<file path="src/design/memory_usage_pressure_monitor_assert.svh">
// Assertion macros shared by the monitor's modules.
`ifndef MEMORY_USAGE_PRESSURE_MONITOR_ASSERT_SVH
`define MEMORY_USAGE_PRESSURE_MONITOR_ASSERT_SVH

// Overlapping implication checked at every edge outside reset.
`define MUPM_ASSERT_IMP(label, clk, rst_n, ante, cons) \
    label: assert property (@(posedge clk) disable iff (!rst_n) (ante) |-> (cons)) \
        else $error("assertion failed");

// Implication whose consequent is checked in the next cycle.
`define MUPM_ASSERT_NEXT(label, clk, rst_n, ante, cons) \
    label: assert property (@(posedge clk) disable iff (!rst_n) (ante) |=> (cons)) \
        else $error("assertion failed");

`endif

</file>
<file path="src/design/mupm_pkg.sv">
`default_nettype none
package mupm_pkg;
    localparam int NUM_TYPES_DEF  = 7;
    localparam int PAGE_BYTES_DEF = 4096;
    localparam int BYTES_W = 48;
    localparam int CNT_W   = 32;
    localparam int SIZE_W  = 32;
    localparam int FRAG_W  = 7;
    localparam int TYPE_W  = 4;
    localparam logic [BYTES_W-1:0] LOW_THR_RST  = 48'd8388608;
    localparam logic [BYTES_W-1:0] CRIT_THR_RST = 48'd4194304;
    localparam logic [CNT_W-1:0]   FAIL_LIMIT   = 32'd10;
    localparam logic [FRAG_W-1:0]  FRAG_LIMIT   = 7'd60;
    localparam int RATIO_PCT = 5;
    localparam int RATIO_DEN = 100;

    typedef enum logic [1:0] {
        MODE_ALLOC = 2'd0,
        MODE_FREE  = 2'd1,
        MODE_FAIL  = 2'd2,
        MODE_QUERY = 2'd3
    } t_mode;

    typedef enum logic [0:0] {
        CFG_LOW  = 1'b0,
        CFG_CRIT = 1'b1
    } t_cfg_idx;

    // Classified event passed from the front to the back.
    typedef struct packed {
        t_mode              mode;
        logic [TYPE_W-1:0]  ty;
        logic [SIZE_W-1:0]  size;
        logic               over_page;
        logic               hi_frag;
    } t_event;
endpackage
`default_nettype wire

</file>
<file path="src/design/mupm_front.sv">
`default_nettype none
module mupm_front #(
    parameter int NUM_TYPES  = mupm_pkg::NUM_TYPES_DEF,
    parameter int PAGE_BYTES = mupm_pkg::PAGE_BYTES_DEF
) (
    input  wire logic                      i_clk,
    input  wire logic                      i_rst_n,
    input  wire logic                      i_valid,
    output logic                           o_ready,
    input  wire logic [1:0]                i_mode,
    input  wire logic [mupm_pkg::TYPE_W-1:0] i_mem_type,
    input  wire logic [mupm_pkg::SIZE_W-1:0] i_size_bytes,
    input  wire logic [mupm_pkg::FRAG_W-1:0] i_fragmentation_pct,
    output logic                           o_q_valid,
    input  wire logic                      i_q_pop,
    output mupm_pkg::t_event               o_q_event
);
    import mupm_pkg::*;
    `include "memory_usage_pressure_monitor_assert.svh"

    // Two-entry queue.
    t_event     r_mem [2];
    logic       r_wp, r_rp;
    logic [1:0] r_cnt;
    t_event     w_ev;
    logic       w_push;

    always_comb begin
        w_ev.mode      = t_mode'(i_mode);
        w_ev.ty        = ({1'b0, i_mem_type} >= (TYPE_W+1)'(NUM_TYPES)) ? '0 : i_mem_type;
        w_ev.size      = i_size_bytes;
        w_ev.over_page = i_size_bytes > SIZE_W'(PAGE_BYTES);
        w_ev.hi_frag   = i_fragmentation_pct > FRAG_LIMIT;
    end

    assign o_ready   = (r_cnt != 2'd2);
    assign w_push    = i_valid && o_ready;
    assign o_q_valid = (r_cnt != 2'd0);
    assign o_q_event = r_mem[r_rp];

    always_ff @(posedge i_clk) begin
        if (w_push) begin
            r_mem[r_wp] <= w_ev;
        end
        if (!i_rst_n) begin
            r_wp  <= 1'b0;
            r_rp  <= 1'b0;
            r_cnt <= 2'd0;
        end else begin
            if (w_push) r_wp <= ~r_wp;
            if (i_q_pop) r_rp <= ~r_rp;
            r_cnt <= r_cnt + {1'b0, w_push} - {1'b0, i_q_pop};
        end
    end

    `MUPM_ASSERT_IMP(a_no_pop_empty, i_clk, i_rst_n, i_q_pop, r_cnt != 2'd0)
    `MUPM_ASSERT_IMP(a_cnt_range, i_clk, i_rst_n, 1'b1, r_cnt <= 2'd2)
    `MUPM_ASSERT_IMP(a_ptr_sync, i_clk, i_rst_n, r_cnt == 2'd0 || r_cnt == 2'd2, r_wp == r_rp)
endmodule
`default_nettype wire

</file>
<file path="src/design/mupm_back.sv">
`default_nettype none
module mupm_back #(
    parameter int NUM_TYPES = mupm_pkg::NUM_TYPES_DEF
) (
    input  wire logic                         i_clk,
    input  wire logic                         i_rst_n,
    input  wire logic                         i_q_valid,
    output logic                              o_q_pop,
    input  wire mupm_pkg::t_event             i_q_event,
    input  wire logic [mupm_pkg::BYTES_W-1:0] i_low_thr,
    input  wire logic [mupm_pkg::BYTES_W-1:0] i_crit_thr,
    output logic                              o_valid,
    input  wire logic                         i_ready,
    output logic [mupm_pkg::BYTES_W-1:0]      o_type_current_bytes,
    output logic [mupm_pkg::BYTES_W-1:0]      o_type_peak_bytes,
    output logic [mupm_pkg::CNT_W-1:0]        o_type_alloc_count,
    output logic [mupm_pkg::CNT_W-1:0]        o_type_failed_count,
    output logic [mupm_pkg::CNT_W-1:0]        o_type_large_count,
    output logic [mupm_pkg::BYTES_W-1:0]      o_total_current_bytes,
    output logic [mupm_pkg::BYTES_W-1:0]      o_total_peak_bytes,
    output logic [mupm_pkg::CNT_W-1:0]        o_total_failed_count,
    output logic                              o_warning_raised,
    output logic                              o_oom_raised,
    output logic                              o_under_pressure,
    output logic [mupm_pkg::CNT_W-1:0]        o_warning_count
);
    import mupm_pkg::*;
    `include "memory_usage_pressure_monitor_assert.svh"

    localparam int IDX_W = $clog2(NUM_TYPES);

    logic [BYTES_W-1:0] r_cur  [NUM_TYPES];
    logic [BYTES_W-1:0] r_peak [NUM_TYPES];
    logic [CNT_W-1:0]   r_allc [NUM_TYPES];
    logic [CNT_W-1:0]   r_fail [NUM_TYPES];
    logic [CNT_W-1:0]   r_lrg  [NUM_TYPES];
    logic [BYTES_W-1:0] r_scur, r_speak;
    logic [CNT_W-1:0]   r_sallc, r_sfail, r_swarn;

    logic [BYTES_W-1:0] n_cur, n_peak, n_scur, n_speak;
    logic [CNT_W-1:0]   n_allc, n_fail, n_lrg, n_sallc, n_sfail, n_swarn;
    logic               n_warn, n_oom, n_hi_use, n_hi_frag;
    logic [IDX_W-1:0]   w_ix;
    logic [BYTES_W:0]   w_tsum, w_ssum;
    logic               w_take;

    // Failure-ratio test runs in a second stage: fail*100 > 5*allocs + remainder
    // is equivalent to floor(fail*100/allocs) > 5, i.e. fail*100 >= 6*allocs.
    logic               r_s2;
    logic [CNT_W-1:0]   r_s2_fail, r_s2_allc;
    logic               r_s2_hi_use, r_s2_hi_frag, r_s2_crit;
    logic [BYTES_W-1:0] r_s2_cur, r_s2_peak, r_s2_scur, r_s2_speak;
    logic [CNT_W-1:0]   r_s2_allcT, r_s2_failT, r_s2_lrg, r_s2_swarn;
    logic               r_s2_warn, r_s2_oom;
    logic [CNT_W+7:0]   w_lhs, w_rhs;
    logic               w_hi_fail;
    logic [1:0]         w_signs;

    assign w_ix   = i_q_event.ty[IDX_W-1:0];
    // Back takes no new transaction while stage 2 holds one; stall when stage 2 or output busy.
    assign w_take = i_q_valid && !r_s2 && !(o_valid && !i_ready);
    assign o_q_pop = w_take;

    always_comb begin
        n_cur  = r_cur[w_ix];
        n_peak = r_peak[w_ix];
        n_allc = r_allc[w_ix];
        n_fail = r_fail[w_ix];
        n_lrg  = r_lrg[w_ix];
        n_scur = r_scur;
        n_speak = r_speak;
        n_sallc = r_sallc;
        n_sfail = r_sfail;
        n_swarn = r_swarn;
        n_warn = 1'b0;
        n_oom  = 1'b0;
        w_tsum = {1'b0, r_cur[w_ix]} + {{(BYTES_W-SIZE_W+1){1'b0}}, i_q_event.size};
        w_ssum = {1'b0, r_scur} + {{(BYTES_W-SIZE_W+1){1'b0}}, i_q_event.size};
        unique case (i_q_event.mode)
            MODE_ALLOC: begin
                n_allc  = r_allc[w_ix] + 1'b1;
                n_cur   = w_tsum[BYTES_W] ? '1 : w_tsum[BYTES_W-1:0];
                if (n_cur > n_peak) n_peak = n_cur;
                if (i_q_event.over_page) n_lrg = r_lrg[w_ix] + 1'b1;
                n_sallc = r_sallc + 1'b1;
                n_scur  = w_ssum[BYTES_W] ? '1 : w_ssum[BYTES_W-1:0];
                if (n_scur > n_speak) n_speak = n_scur;
                if (n_scur > i_low_thr) begin
                    n_warn  = 1'b1;
                    n_swarn = r_swarn + 1'b1;
                end
            end
            MODE_FREE: begin
                n_cur  = (r_cur[w_ix] >= BYTES_W'(i_q_event.size)) ?
                         r_cur[w_ix] - BYTES_W'(i_q_event.size) : '0;
                n_scur = (r_scur >= BYTES_W'(i_q_event.size)) ?
                         r_scur - BYTES_W'(i_q_event.size) : '0;
            end
            MODE_FAIL: begin
                n_fail  = r_fail[w_ix] + 1'b1;
                n_sfail = r_sfail + 1'b1;
                n_oom   = i_q_event.over_page || (n_sfail > FAIL_LIMIT);
            end
            MODE_QUERY: begin
            end
            default: begin
            end
        endcase
        n_hi_use  = n_scur > i_low_thr;
        n_hi_frag = i_q_event.hi_frag;
    end

    always_comb begin
        w_lhs     = {8'd0, r_s2_fail} * (CNT_W+8)'(RATIO_DEN);
        w_rhs     = {8'd0, r_s2_allc} * (CNT_W+8)'(RATIO_PCT + 1);
        w_hi_fail = (r_s2_fail > FAIL_LIMIT) && (r_s2_allc != '0) && (w_lhs >= w_rhs);
        w_signs   = {1'b0, r_s2_hi_use} + {1'b0, w_hi_fail} + {1'b0, r_s2_hi_frag};
    end

    always_ff @(posedge i_clk) begin
        if (w_take) begin
            r_s2_fail  <= n_sfail;
            r_s2_allc  <= n_sallc;
            r_s2_hi_use <= n_hi_use;
            r_s2_hi_frag <= n_hi_frag;
            r_s2_crit  <= n_scur > i_crit_thr;
            r_s2_cur   <= n_cur;
            r_s2_peak  <= n_peak;
            r_s2_allcT <= n_allc;
            r_s2_failT <= n_fail;
            r_s2_lrg   <= n_lrg;
            r_s2_scur  <= n_scur;
            r_s2_speak <= n_speak;
            r_s2_swarn <= n_swarn;
            r_s2_warn  <= n_warn;
            r_s2_oom   <= n_oom;
        end
        if (r_s2) begin
            o_type_current_bytes  <= r_s2_cur;
            o_type_peak_bytes     <= r_s2_peak;
            o_type_alloc_count    <= r_s2_allcT;
            o_type_failed_count   <= r_s2_failT;
            o_type_large_count    <= r_s2_lrg;
            o_total_current_bytes <= r_s2_scur;
            o_total_peak_bytes    <= r_s2_speak;
            o_total_failed_count  <= r_s2_fail;
            o_warning_raised      <= r_s2_warn;
            o_oom_raised          <= r_s2_oom;
            o_under_pressure      <= r_s2_crit || (w_signs >= 2'd2);
            o_warning_count       <= r_s2_swarn;
        end
        if (!i_rst_n) begin
            for (int k = 0; k < NUM_TYPES; k++) begin
                r_cur[k]  <= '0;
                r_peak[k] <= '0;
                r_allc[k] <= '0;
                r_fail[k] <= '0;
                r_lrg[k]  <= '0;
            end
            r_scur  <= '0;
            r_speak <= '0;
            r_sallc <= '0;
            r_sfail <= '0;
            r_swarn <= '0;
            r_s2    <= 1'b0;
            o_valid <= 1'b0;
        end else begin
            if (w_take) begin
                r_cur[w_ix]  <= n_cur;
                r_peak[w_ix] <= n_peak;
                r_allc[w_ix] <= n_allc;
                r_fail[w_ix] <= n_fail;
                r_lrg[w_ix]  <= n_lrg;
                r_scur  <= n_scur;
                r_speak <= n_speak;
                r_sallc <= n_sallc;
                r_sfail <= n_sfail;
                r_swarn <= n_swarn;
            end
            r_s2 <= w_take;
            if (r_s2) o_valid <= 1'b1;
            else if (i_ready) o_valid <= 1'b0;
        end
    end

    `MUPM_ASSERT_NEXT(a_take_to_s2, i_clk, i_rst_n, w_take, r_s2)
    `MUPM_ASSERT_NEXT(a_s2_to_out, i_clk, i_rst_n, r_s2, o_valid)
    `MUPM_ASSERT_IMP(a_peak_ge_cur, i_clk, i_rst_n, 1'b1, r_speak >= r_scur)
endmodule
`default_nettype wire

</file>
<file path="src/design/memory_usage_pressure_monitor.sv">
`default_nettype none
// Memory usage and pressure monitor. Each input transaction is an allocation,
// free, failed allocation or query for one memory type; the block updates that
// type's byte and event counters plus the totals and returns one result
// transaction with the updated figures, warning and out-of-memory flags and a
// pressure verdict. A front stage classifies events into a two-entry queue; a
// back stage performs the counter update and registers it, runs the
// failure-ratio test on the registered values, then holds the result in an
// output register. The back stage takes no new event while the previous one
// is in its second stage or while the output holds a result not yet accepted.
// The user must write the threshold registers through the plain write port
// only while the block is idle; the block itself does not enforce this.
module memory_usage_pressure_monitor #(
    parameter int NUM_TYPES  = mupm_pkg::NUM_TYPES_DEF,
    parameter int PAGE_BYTES = mupm_pkg::PAGE_BYTES_DEF
) (
    input  wire logic                           i_clk,
    input  wire logic                           i_rst_n,
    input  wire logic                           i_cfg_we,
    input  wire logic                           i_cfg_index,
    input  wire logic [mupm_pkg::BYTES_W-1:0]   i_cfg_data,
    input  wire logic                           i_valid,
    output logic                                o_ready,
    input  wire logic [1:0]                     i_mode,
    input  wire logic [mupm_pkg::TYPE_W-1:0]    i_mem_type,
    input  wire logic [mupm_pkg::SIZE_W-1:0]    i_size_bytes,
    input  wire logic [mupm_pkg::FRAG_W-1:0]    i_fragmentation_pct,
    output logic                                o_valid,
    input  wire logic                           i_ready,
    output logic [mupm_pkg::BYTES_W-1:0]        o_type_current_bytes,
    output logic [mupm_pkg::BYTES_W-1:0]        o_type_peak_bytes,
    output logic [mupm_pkg::CNT_W-1:0]          o_type_alloc_count,
    output logic [mupm_pkg::CNT_W-1:0]          o_type_failed_count,
    output logic [mupm_pkg::CNT_W-1:0]          o_type_large_count,
    output logic [mupm_pkg::BYTES_W-1:0]        o_total_current_bytes,
    output logic [mupm_pkg::BYTES_W-1:0]        o_total_peak_bytes,
    output logic [mupm_pkg::CNT_W-1:0]          o_total_failed_count,
    output logic                                o_warning_raised,
    output logic                                o_oom_raised,
    output logic                                o_under_pressure,
    output logic [mupm_pkg::CNT_W-1:0]          o_warning_count
);
    import mupm_pkg::*;

    logic [BYTES_W-1:0] r_low_thr, r_crit_thr;
    logic               w_q_valid, w_q_pop;
    t_event             w_q_event;

    // Threshold registers.
    always_ff @(posedge i_clk) begin
        if (!i_rst_n) begin
            r_low_thr  <= LOW_THR_RST;
            r_crit_thr <= CRIT_THR_RST;
        end else if (i_cfg_we) begin
            if (i_cfg_index == CFG_LOW) r_low_thr <= i_cfg_data;
            else r_crit_thr <= i_cfg_data;
        end
    end

    mupm_front #(.NUM_TYPES(NUM_TYPES), .PAGE_BYTES(PAGE_BYTES)) u_front (
        .i_clk, .i_rst_n, .i_valid, .o_ready, .i_mode, .i_mem_type,
        .i_size_bytes, .i_fragmentation_pct,
        .o_q_valid(w_q_valid), .i_q_pop(w_q_pop), .o_q_event(w_q_event)
    );

    mupm_back #(.NUM_TYPES(NUM_TYPES)) u_back (
        .i_clk, .i_rst_n,
        .i_q_valid(w_q_valid), .o_q_pop(w_q_pop), .i_q_event(w_q_event),
        .i_low_thr(r_low_thr), .i_crit_thr(r_crit_thr),
        .o_valid, .i_ready,
        .o_type_current_bytes, .o_type_peak_bytes, .o_type_alloc_count,
        .o_type_failed_count, .o_type_large_count, .o_total_current_bytes,
        .o_total_peak_bytes, .o_total_failed_count, .o_warning_raised,
        .o_oom_raised, .o_under_pressure, .o_warning_count
    );
endmodule
`default_nettype wire

</file>
<file path="config.mk">
export PLATFORM = sky130hd
export DESIGN_NAME = memory_usage_pressure_monitor
export DESIGN_NICKNAME = d
export VERILOG_FILES = /design/src/design/mupm_pkg.sv /design/src/design/mupm_front.sv /design/src/design/mupm_back.sv /design/src/design/memory_usage_pressure_monitor.sv
export VERILOG_INCLUDE_DIRS = /design/src /design/src/design
export SDC_FILE = /design/constraint.sdc
export NUM_CORES = 2
export LEC_CHECK = 0
export BUFFER_PORTS_ARGS = -buffer_cell sky130_fd_sc_hd__buf_2
export CORE_MARGIN = 3
export CORE_UTILIZATION = 50
export CTS_CLUSTER_SIZE = 10
export DETAILED_ROUTE_END_ITERATION = 8
export GPL_ROUTABILITY_DRIVEN = 0
export MAX_ROUTING_LAYER = met4
export PLACE_DENSITY = 0.69
export SETUP_SLACK_MARGIN = 0.4
export SLEW_MARGIN = 20
export SYNTH_ARGS = -nofsm -noshare
export SYNTH_HDL_FRONTEND = slang
export SYNTH_SLANG_ARGS = --single-unit
</file>
<file path="constraint.sdc">
create_clock -name i_clk -period 34.6 [get_ports i_clk]
set_clock_uncertainty 0.1 [all_clocks]
set_input_delay 6.92 -clock i_clk [delete_from_list [all_inputs] [get_ports i_clk]]
set_output_delay 6.92 -clock i_clk [all_outputs]
set_load 0.02 [all_outputs]
</file>
# Yosys cells after proc, flatten, opt, wreduce, memory -nomap -nowiden
# Memory sizes are Yosys's and may differ from the RTL's. A register that Yosys moved wholly into a read port is not among the register bits.
# Cells that the tools add are included.
[word_totals] register_bits=1038 ram_bits=1424 word_cells=148 input_bits=99 mem_count=6
[op_classes] n_lt_le_gt_ge=14 muxes=45 bitwise=3 eq_ne=3 reduce_logical=22 mul=2 n_addsub=14
[mem_list] name="u_back.r_cur" depth=7 width=48 rd=1 rd_ports_with_merged_regs=0 write_ports=7 line="mupm_back.sv:32" rtl="logic [BYTES_W-1:0] r_cur [NUM_TYPES];"
[mem_list] name="u_back.r_peak" depth=7 width=48 rd=1 rd_ports_with_merged_regs=0 write_ports=7 line="mupm_back.sv:33" rtl="logic [BYTES_W-1:0] r_peak [NUM_TYPES];"
[mem_list] name="u_back.r_allc" depth=7 width=32 rd=1 rd_ports_with_merged_regs=0 write_ports=7 line="mupm_back.sv:34" rtl="logic [CNT_W-1:0] r_allc [NUM_TYPES];"
[mem_list] name="u_back.r_fail" depth=7 width=32 rd=1 rd_ports_with_merged_regs=0 write_ports=7 line="mupm_back.sv:35" rtl="logic [CNT_W-1:0] r_fail [NUM_TYPES];"
[mem_list] name="u_back.r_lrg" depth=7 width=32 rd=1 rd_ports_with_merged_regs=0 write_ports=7 line="mupm_back.sv:36" rtl="logic [CNT_W-1:0] r_lrg [NUM_TYPES];"
[mem_list] name="u_front.r_mem" depth=2 width=40 rd=1 rd_ports_with_merged_regs=1 write_ports=1 line="mupm_front.sv:22" rtl="t_event r_mem [2];"
[ops] op="$mux W48" n=10
[ops] op="$mux W32" n=11
[ops] op="$gt A48 B48 Y1" n=5
[ops] op="$add A32 B1 Y32 const B" n=6
[ops] op="$pmux W48 S2" n=2
[ops] op="$add A48 B32 Y49" n=2
[ops] op="$ge A48 B32 Y1" n=2
[ops] op="$reduce_or A32 Y1" n=3
[ops] op="$reduce_or A48 Y1" n=2
[ops] op="$sub A48 B32 Y48" n=2
[ops] op="$gt A32 B4 Y1 const B" n=2
[ops] op="$ge A39 B35 Y1" n=1
[ops] op="$mul A32 B5 Y37 const B" n=1
[ops] op="$mul A32 B2 Y34 const B" n=1
[ops] op="$gt A32 B13 Y1 const B" n=1
[ops] op="$reduce_bool A32 Y1" n=1
[ops] op="$mux W1" n=16
[ops] op="$mux W3" n=5
[ops] op="$gt A7 B6 Y1 const B" n=1
[ops] op="$logic_and A1 B1 Y1" n=6
[ops] op="$add A2 B1 Y2" n=2
[ops] op="$ge A4 B3 Y1 const B" n=1
[ops] op="$mux W4" n=1
[ops] op="$reduce_and A2 Y1" n=2
[ops] op="11 further kinds" n=17

# Longest topological paths before layout
[logic_depth] ltp_word=9 mapped_depth=45 ltp_nobuf=28

# By module
# Synthesis repeated with hierarchy kept, for this count alone.
[hier_totals] hier_cells=10974 area_unflattened_um2=130975.6
[modules_own_cells] module="mupm_back" cells_each=10435 instances=1 area_per_inst_um2=124052.7 seq_area_each_um2=70427.5
[modules_own_cells] module="memory_usage_pressure_monitor" cells_each=368 instances=1 area_per_inst_um2=3674.8 seq_area_each_um2=1921.8
[modules_own_cells] module="mupm_front" cells_each=171 instances=1 area_per_inst_um2=3248.1 seq_area_each_um2=2502.4

# Worst setup path before layout
# Ideal clock, no wire load.
[synth_path] path_kind="input-to-reg" from="input port i_ready" to="memory u_back.r_allc[5][0], enable pin" setup_ns=1.261 path_buffers=2 path_slack_ns=6.156 arrival_time_ns=27.082 stages=6 t_required_ns=33.239 path_cell_list="inv_1 > a21oi_1 > o21ai_1 > clkbuf_1 > clkbuf_1 > o41ai_1"
[synth_rtl] element="start: declaration" line="memory_usage_pressure_monitor.sv:29" rtl="input wire logic i_ready,"
[synth_rtl] element="end: declaration" line="mupm_back.sv:34"

==> run_summary.xml <==
<?xml version="1.0" encoding="UTF-8"?>
<metrics>
  <group name="run_status">
    <metric name="status" unit="">finished clean</metric>
  </group>
  <group name="timing">
    <metric name="achievable-frequency" unit="MHz">79.6</metric>
    <metric name="maxSlewViolCount" unit="">0</metric>
    <metric name="final.min_clock_period" unit="ns">12.57</metric>
    <metric name="final-hold-violation-count" unit="">0</metric>
    <metric name="grt_setup_unrepaired" unit="">false</metric>
    <metric name="period_share" unit="%">36.3</metric>
    <metric name="setup_viol" unit="">0</metric>
    <metric name="totalNegativeSetupSlack" unit="ns">0</metric>
    <metric name="relative_slew_slack" unit="%">18.9</metric>
    <metric name="final_worst_slack" unit="ns">22.03</metric>
    <metric name="worst_pin_slew" unit="ns">1.18</metric>
  </group>
  <group name="clock_tree">
    <metric name="clockRootBuffer" unit="">sky130_fd_sc_hd__clkbuf_16</metric>
    <metric name="clock_sink_count" unit="">2653</metric>
    <metric name="postCtsResizedCells" unit="">0</metric>
    <metric name="h-tree-depth" unit="">5</metric>
    <metric name="clock_latency" unit="ns">0.89</metric>
    <metric name="cts-hold-fix-buffers" unit="">0</metric>
    <metric name="cts.reportedPaths.clkPinSlew" unit="ns">0.06</metric>
    <metric name="postCtsSetupBuffers" unit="">0</metric>
    <metric name="tritoncts_clock_tree" unit="">yes</metric>
    <metric name="ctsLongestPathBuffers" unit="">4</metric>
    <metric name="numCtsBuffers" unit="">318</metric>
  </group>
  <group name="synthesis">
    <metric name="leading_register_cell_type_out_of_synthesis" unit="">sky130_fd_sc_hd__edfxtp_1</metric>
    <metric name="synth_compound_area_share" unit="%">11.9</metric>
    <metric name="synth_top_family_by_area" unit="">simple AND/OR/NAND/NOR gates</metric>
    <metric name="yosys-top-cells-area" unit="">sky130_fd_sc_hd__edfxtp_1, sky130_fd_sc_hd__dfxtp_1, sky130_fd_sc_hd__ha_1, sky130_fd_sc_hd__nor2_1, sky130_fd_sc_hd__mux4_2</metric>
    <metric name="synth_largest_type_area_fraction" unit="%">48.6</metric>
    <metric name="syn-cell-area" unit="mm²">0.134</metric>
    <metric name="post-synth-top-area-cell" unit="">sky130_fd_sc_hd__edfxtp_1</metric>
    <metric name="synth_simple_gate_area_share" unit="%">12.6</metric>
    <metric name="ys_ff_latch" unit="">2653</metric>
    <metric name="yosysWarnings" unit="">0</metric>
    <metric name="number_of_enable_type_register_cells_in_the_synthesized_netlist" unit="">2166</metric>
    <metric name="post-synth-top-count-cell" unit="">sky130_fd_sc_hd__edfxtp_1</metric>
    <metric name="average_cell_area_after_synthesis" unit="µm²">11.1</metric>
    <metric name="netlist_top_cells_count" unit="">sky130_fd_sc_hd__edfxtp_1, sky130_fd_sc_hd__nor2_1, sky130_fd_sc_hd__nand2_1, sky130_fd_sc_hd__inv_1, sky130_fd_sc_hd__a21oi_1</metric>
    <metric name="asyncSetResetFlopFracSynth" unit="%">0</metric>
    <metric name="synth.mux.area_fraction" unit="%">5.75</metric>
    <metric name="post_synth_inst_count" unit="">12100</metric>
    <metric name="yosysSeqAreaShare" unit="%">55.9</metric>
    <metric name="post_synthesis_share_of_cell_area_spent_on_xor_and_xnor_gates" unit="%">2.91</metric>
    <metric name="yosys.cell_types.count" unit="">118</metric>
    <metric name="synth-adder-area-share" unit="%">5.91</metric>
    <metric name="postSynthNetCount" unit="">12800</metric>
  </group>
  <group name="drt">
    <metric name="drt_pre_antenna_iters" unit="">9</metric>
    <metric name="wl_met3" unit="µm">43600</metric>
    <metric name="dr_wl_met2" unit="µm">179000</metric>
    <metric name="dr.max_layer_used" unit="">met4</metric>
    <metric name="detail_route.drc_violations" unit="">0</metric>
    <metric name="drt-initial-drc-count" unit="">11800</metric>
    <metric name="num_vias" unit="">99200</metric>
    <metric name="ant_nets" unit="">0</metric>
    <metric name="detail_route.wl_per_cell" unit="µm">24.8</metric>
    <metric name="avgViaCountPerCell" unit="">6.17</metric>
    <metric name="routed_wirelength" unit="µm">399000</metric>
    <metric name="wl_met1" unit="µm">158000</metric>
  </group>
  <group name="critical_path">
    <metric name="category_of_the_most_critical_setup_path" unit="">input pin to flop</metric>
    <metric name="critical_path_origin" unit="">i_ready</metric>
    <metric name="crit_fanout" unit="">105</metric>
    <metric name="crit-reg2reg-launch" unit="">u_front.r_mem[1][35]$_DFFE_PP_</metric>
    <metric name="cp.required" unit="ns">34.97</metric>
    <metric name="worst_setup_path_start_kind" unit="">input pin</metric>
    <metric name="critical_path.endpoint_type" unit="">flop</metric>
    <metric name="worstPathArrival" unit="ns">12.94</metric>
  </group>
  <group name="placement">
    <metric name="place_hpwl" unit="µm">252000</metric>
    <metric name="detailedPlace.worstSlack" unit="ns">21.17</metric>
    <metric name="numPlacedInstances" unit="">15500</metric>
    <metric name="place_area" unit="mm²">0.139</metric>
    <metric name="port_buffers" unit="">455</metric>
  </group>
  <group name="die">
    <metric name="io-pin-count" unit="">456</metric>
    <metric name="die_width" unit="µm">523</metric>
    <metric name="fp.dieArea" unit="mm²">0.274</metric>
    <metric name="start_util" unit="%">50.4</metric>
    <metric name="placement_rows" unit="">189</metric>
    <metric name="core_box_area" unit="mm²">0.266</metric>
    <metric name="floorplan.die.height" unit="µm">523</metric>
  </group>
  <group name="layout">
    <metric name="final_area" unit="mm²">0.148</metric>
    <metric name="fin_nets" unit="">13000</metric>
    <metric name="layout-area-overhead-vs-synth" unit="%">10.9</metric>
    <metric name="final_layout_size_suffix_gt1_share" unit="%">11.4</metric>
    <metric name="layout.cells.non_filler" unit="">16100</metric>
  </group>
  <group name="global_routing">
    <metric name="grt_first_pass_wirelength" unit="µm">596000</metric>
    <metric name="vias_in_the_first_global_route" unit="">97500</metric>
    <metric name="global_route.overflow_total" unit="">0</metric>
    <metric name="antenna_violations_before_repair" unit="">16</metric>
    <metric name="groute.usage.overall" unit="%">29.2</metric>
    <metric name="maximum_number_of_pins_on_one_net_before_global_route_repair" unit="">162</metric>
  </group>
  <group name="run">
    <metric name="max-cap-violations" unit="">0</metric>
  </group>
  <group name="min_path">
    <metric name="hp-class" unit="">flop to flop</metric>
    <metric name="worst_hold_startpoint" unit="">u_back.r_s2_lrg[24]$_DFFE_PP_</metric>
  </group>
  <group name="power">
    <metric name="powerDensity" unit="mW/mm²">103</metric>
    <metric name="finalPower" unit="mW">15.3</metric>
    <metric name="power.ir.vdd_worst" unit="mV">0.0685</metric>
    <metric name="leakagePower" unit="nW">56.6</metric>
  </group>
</metrics>
final cells by class:
cell class	count	area, µm²
Sequential cell	2653	74800
Timing Repair Buffer	606	3630
Clock buffer	544	8990
Antenna cell	17	42.5
Inverter	872	3290
Multi-Input combinational cell	7833	52700
Tap cell	3533	4420
Fill cell	22100	117000
Clock inverter	37	543
registers in the layout, summed over array words and instances, names as in the netlist, 78 cells and up, named ones only:
signal / cells
u_back.r_cur: 384
u_back.r_peak: 384
u_back.r_allc: 256
u_back.r_fail: 256
u_back.r_lrg: 256
u_front.r_mem: 78
worst paths after layout:
check / to / slack, ns / depth (start not counted)
setup / recovery: u_back.r_peak[0][8]$_SDFFCE_PN0P_ / 22.03 / 11
hold / removal: u_back.o_type_large_count[24]$_DFFE_PP_ / 0.30 / 0
setup reg to reg: u_back.r_peak[0][0]$_SDFFCE_PN0P_ / 23.17 / 29
hold reg to reg: u_back.o_type_large_count[24]$_DFFE_PP_ / 0.30 / 0
cell families after synthesis:
family | count (synthesis)
muxes | 478
xor gates and xnor gates | 434
and+or+nand+nor | 3802
DFF | 2653
adders and majority gates | 613
AOI/OAI and AO/OA | 2506
buffers and inverters | 1600
critical path, cell delays in order:
cell and delay (ns):
sky130_fd_sc_hd__buf_2 0.09, sky130_fd_sc_hd__inv_1 0.03, sky130_fd_sc_hd__a21oi_1 0.33, sky130_fd_sc_hd__o21ai_4 0.36, sky130_fd_sc_hd__inv_8 0.26, sky130_fd_sc_hd__nand2_4 0.45, sky130_fd_sc_hd__nor2_1 0.83, sky130_fd_sc_hd__nand3_4 0.93
sky130_fd_sc_hd__nand2_4 0.97, sky130_fd_sc_hd__buf_12 0.68, sky130_fd_sc_hd__buf_4 0.81
stage by stage:
stage | utilization, % | hold WS, ns
final | 55.8 | 0.303
after global routing | 55.8 | 0.318
after CTS | 55.8 | 0.312
after detailed placement | 52.2 | 0.305
after global placement | 52.2 | 0.302
after floorplan | - | 0.300
where the power goes:
part / internal (mW) / total [mW] / leakage (nW) / switching (mW)
registers: 4.33 / 4.61 / 25.5 / 0.277
clock network: 1.79 / 3.10 / 4.54 / 1.31
logic: 2.42 / 7.56 / 26.6 / 5.13
layer usage:
metal  GRT usage [%]  vias up
met5               -        -
met1            38.4    48400
met2            44.1     5751
met4            12.4        0
li1                -    44000
met3            6.08     1135
placed cells by master (no fill, tap or decap), types with 63 or more instances in the layout:
cell                        count
sky130_fd_sc_hd__a211oi_1     265
sky130_fd_sc_hd__a21o_1       158
sky130_fd_sc_hd__a21oi_1      775
sky130_fd_sc_hd__a31oi_1       63
sky130_fd_sc_hd__and2_1        90
sky130_fd_sc_hd__and3_1        76
sky130_fd_sc_hd__buf_2        456
sky130_fd_sc_hd__buf_4        130
sky130_fd_sc_hd__clkbuf_1     212
sky130_fd_sc_hd__clkbuf_16    322
sky130_fd_sc_hd__dfxtp_1      485
sky130_fd_sc_hd__edfxtp_1    2166
sky130_fd_sc_hd__ha_1         581
sky130_fd_sc_hd__inv_1        861
sky130_fd_sc_hd__mux2i_1      182
sky130_fd_sc_hd__mux4_2       226
sky130_fd_sc_hd__nand2_1     1041
sky130_fd_sc_hd__nand2b_1      73
sky130_fd_sc_hd__nand3_1      223
sky130_fd_sc_hd__nand4_1      133
sky130_fd_sc_hd__nor2_1      1621
sky130_fd_sc_hd__nor3_1       183
sky130_fd_sc_hd__o211ai_1      80
sky130_fd_sc_hd__o21a_1        95
sky130_fd_sc_hd__o21ai_0      478
sky130_fd_sc_hd__o21ai_1       79
sky130_fd_sc_hd__xnor2_1      250
sky130_fd_sc_hd__xor2_1       172
No activity file was read; power rests on OpenSTA's default activity.
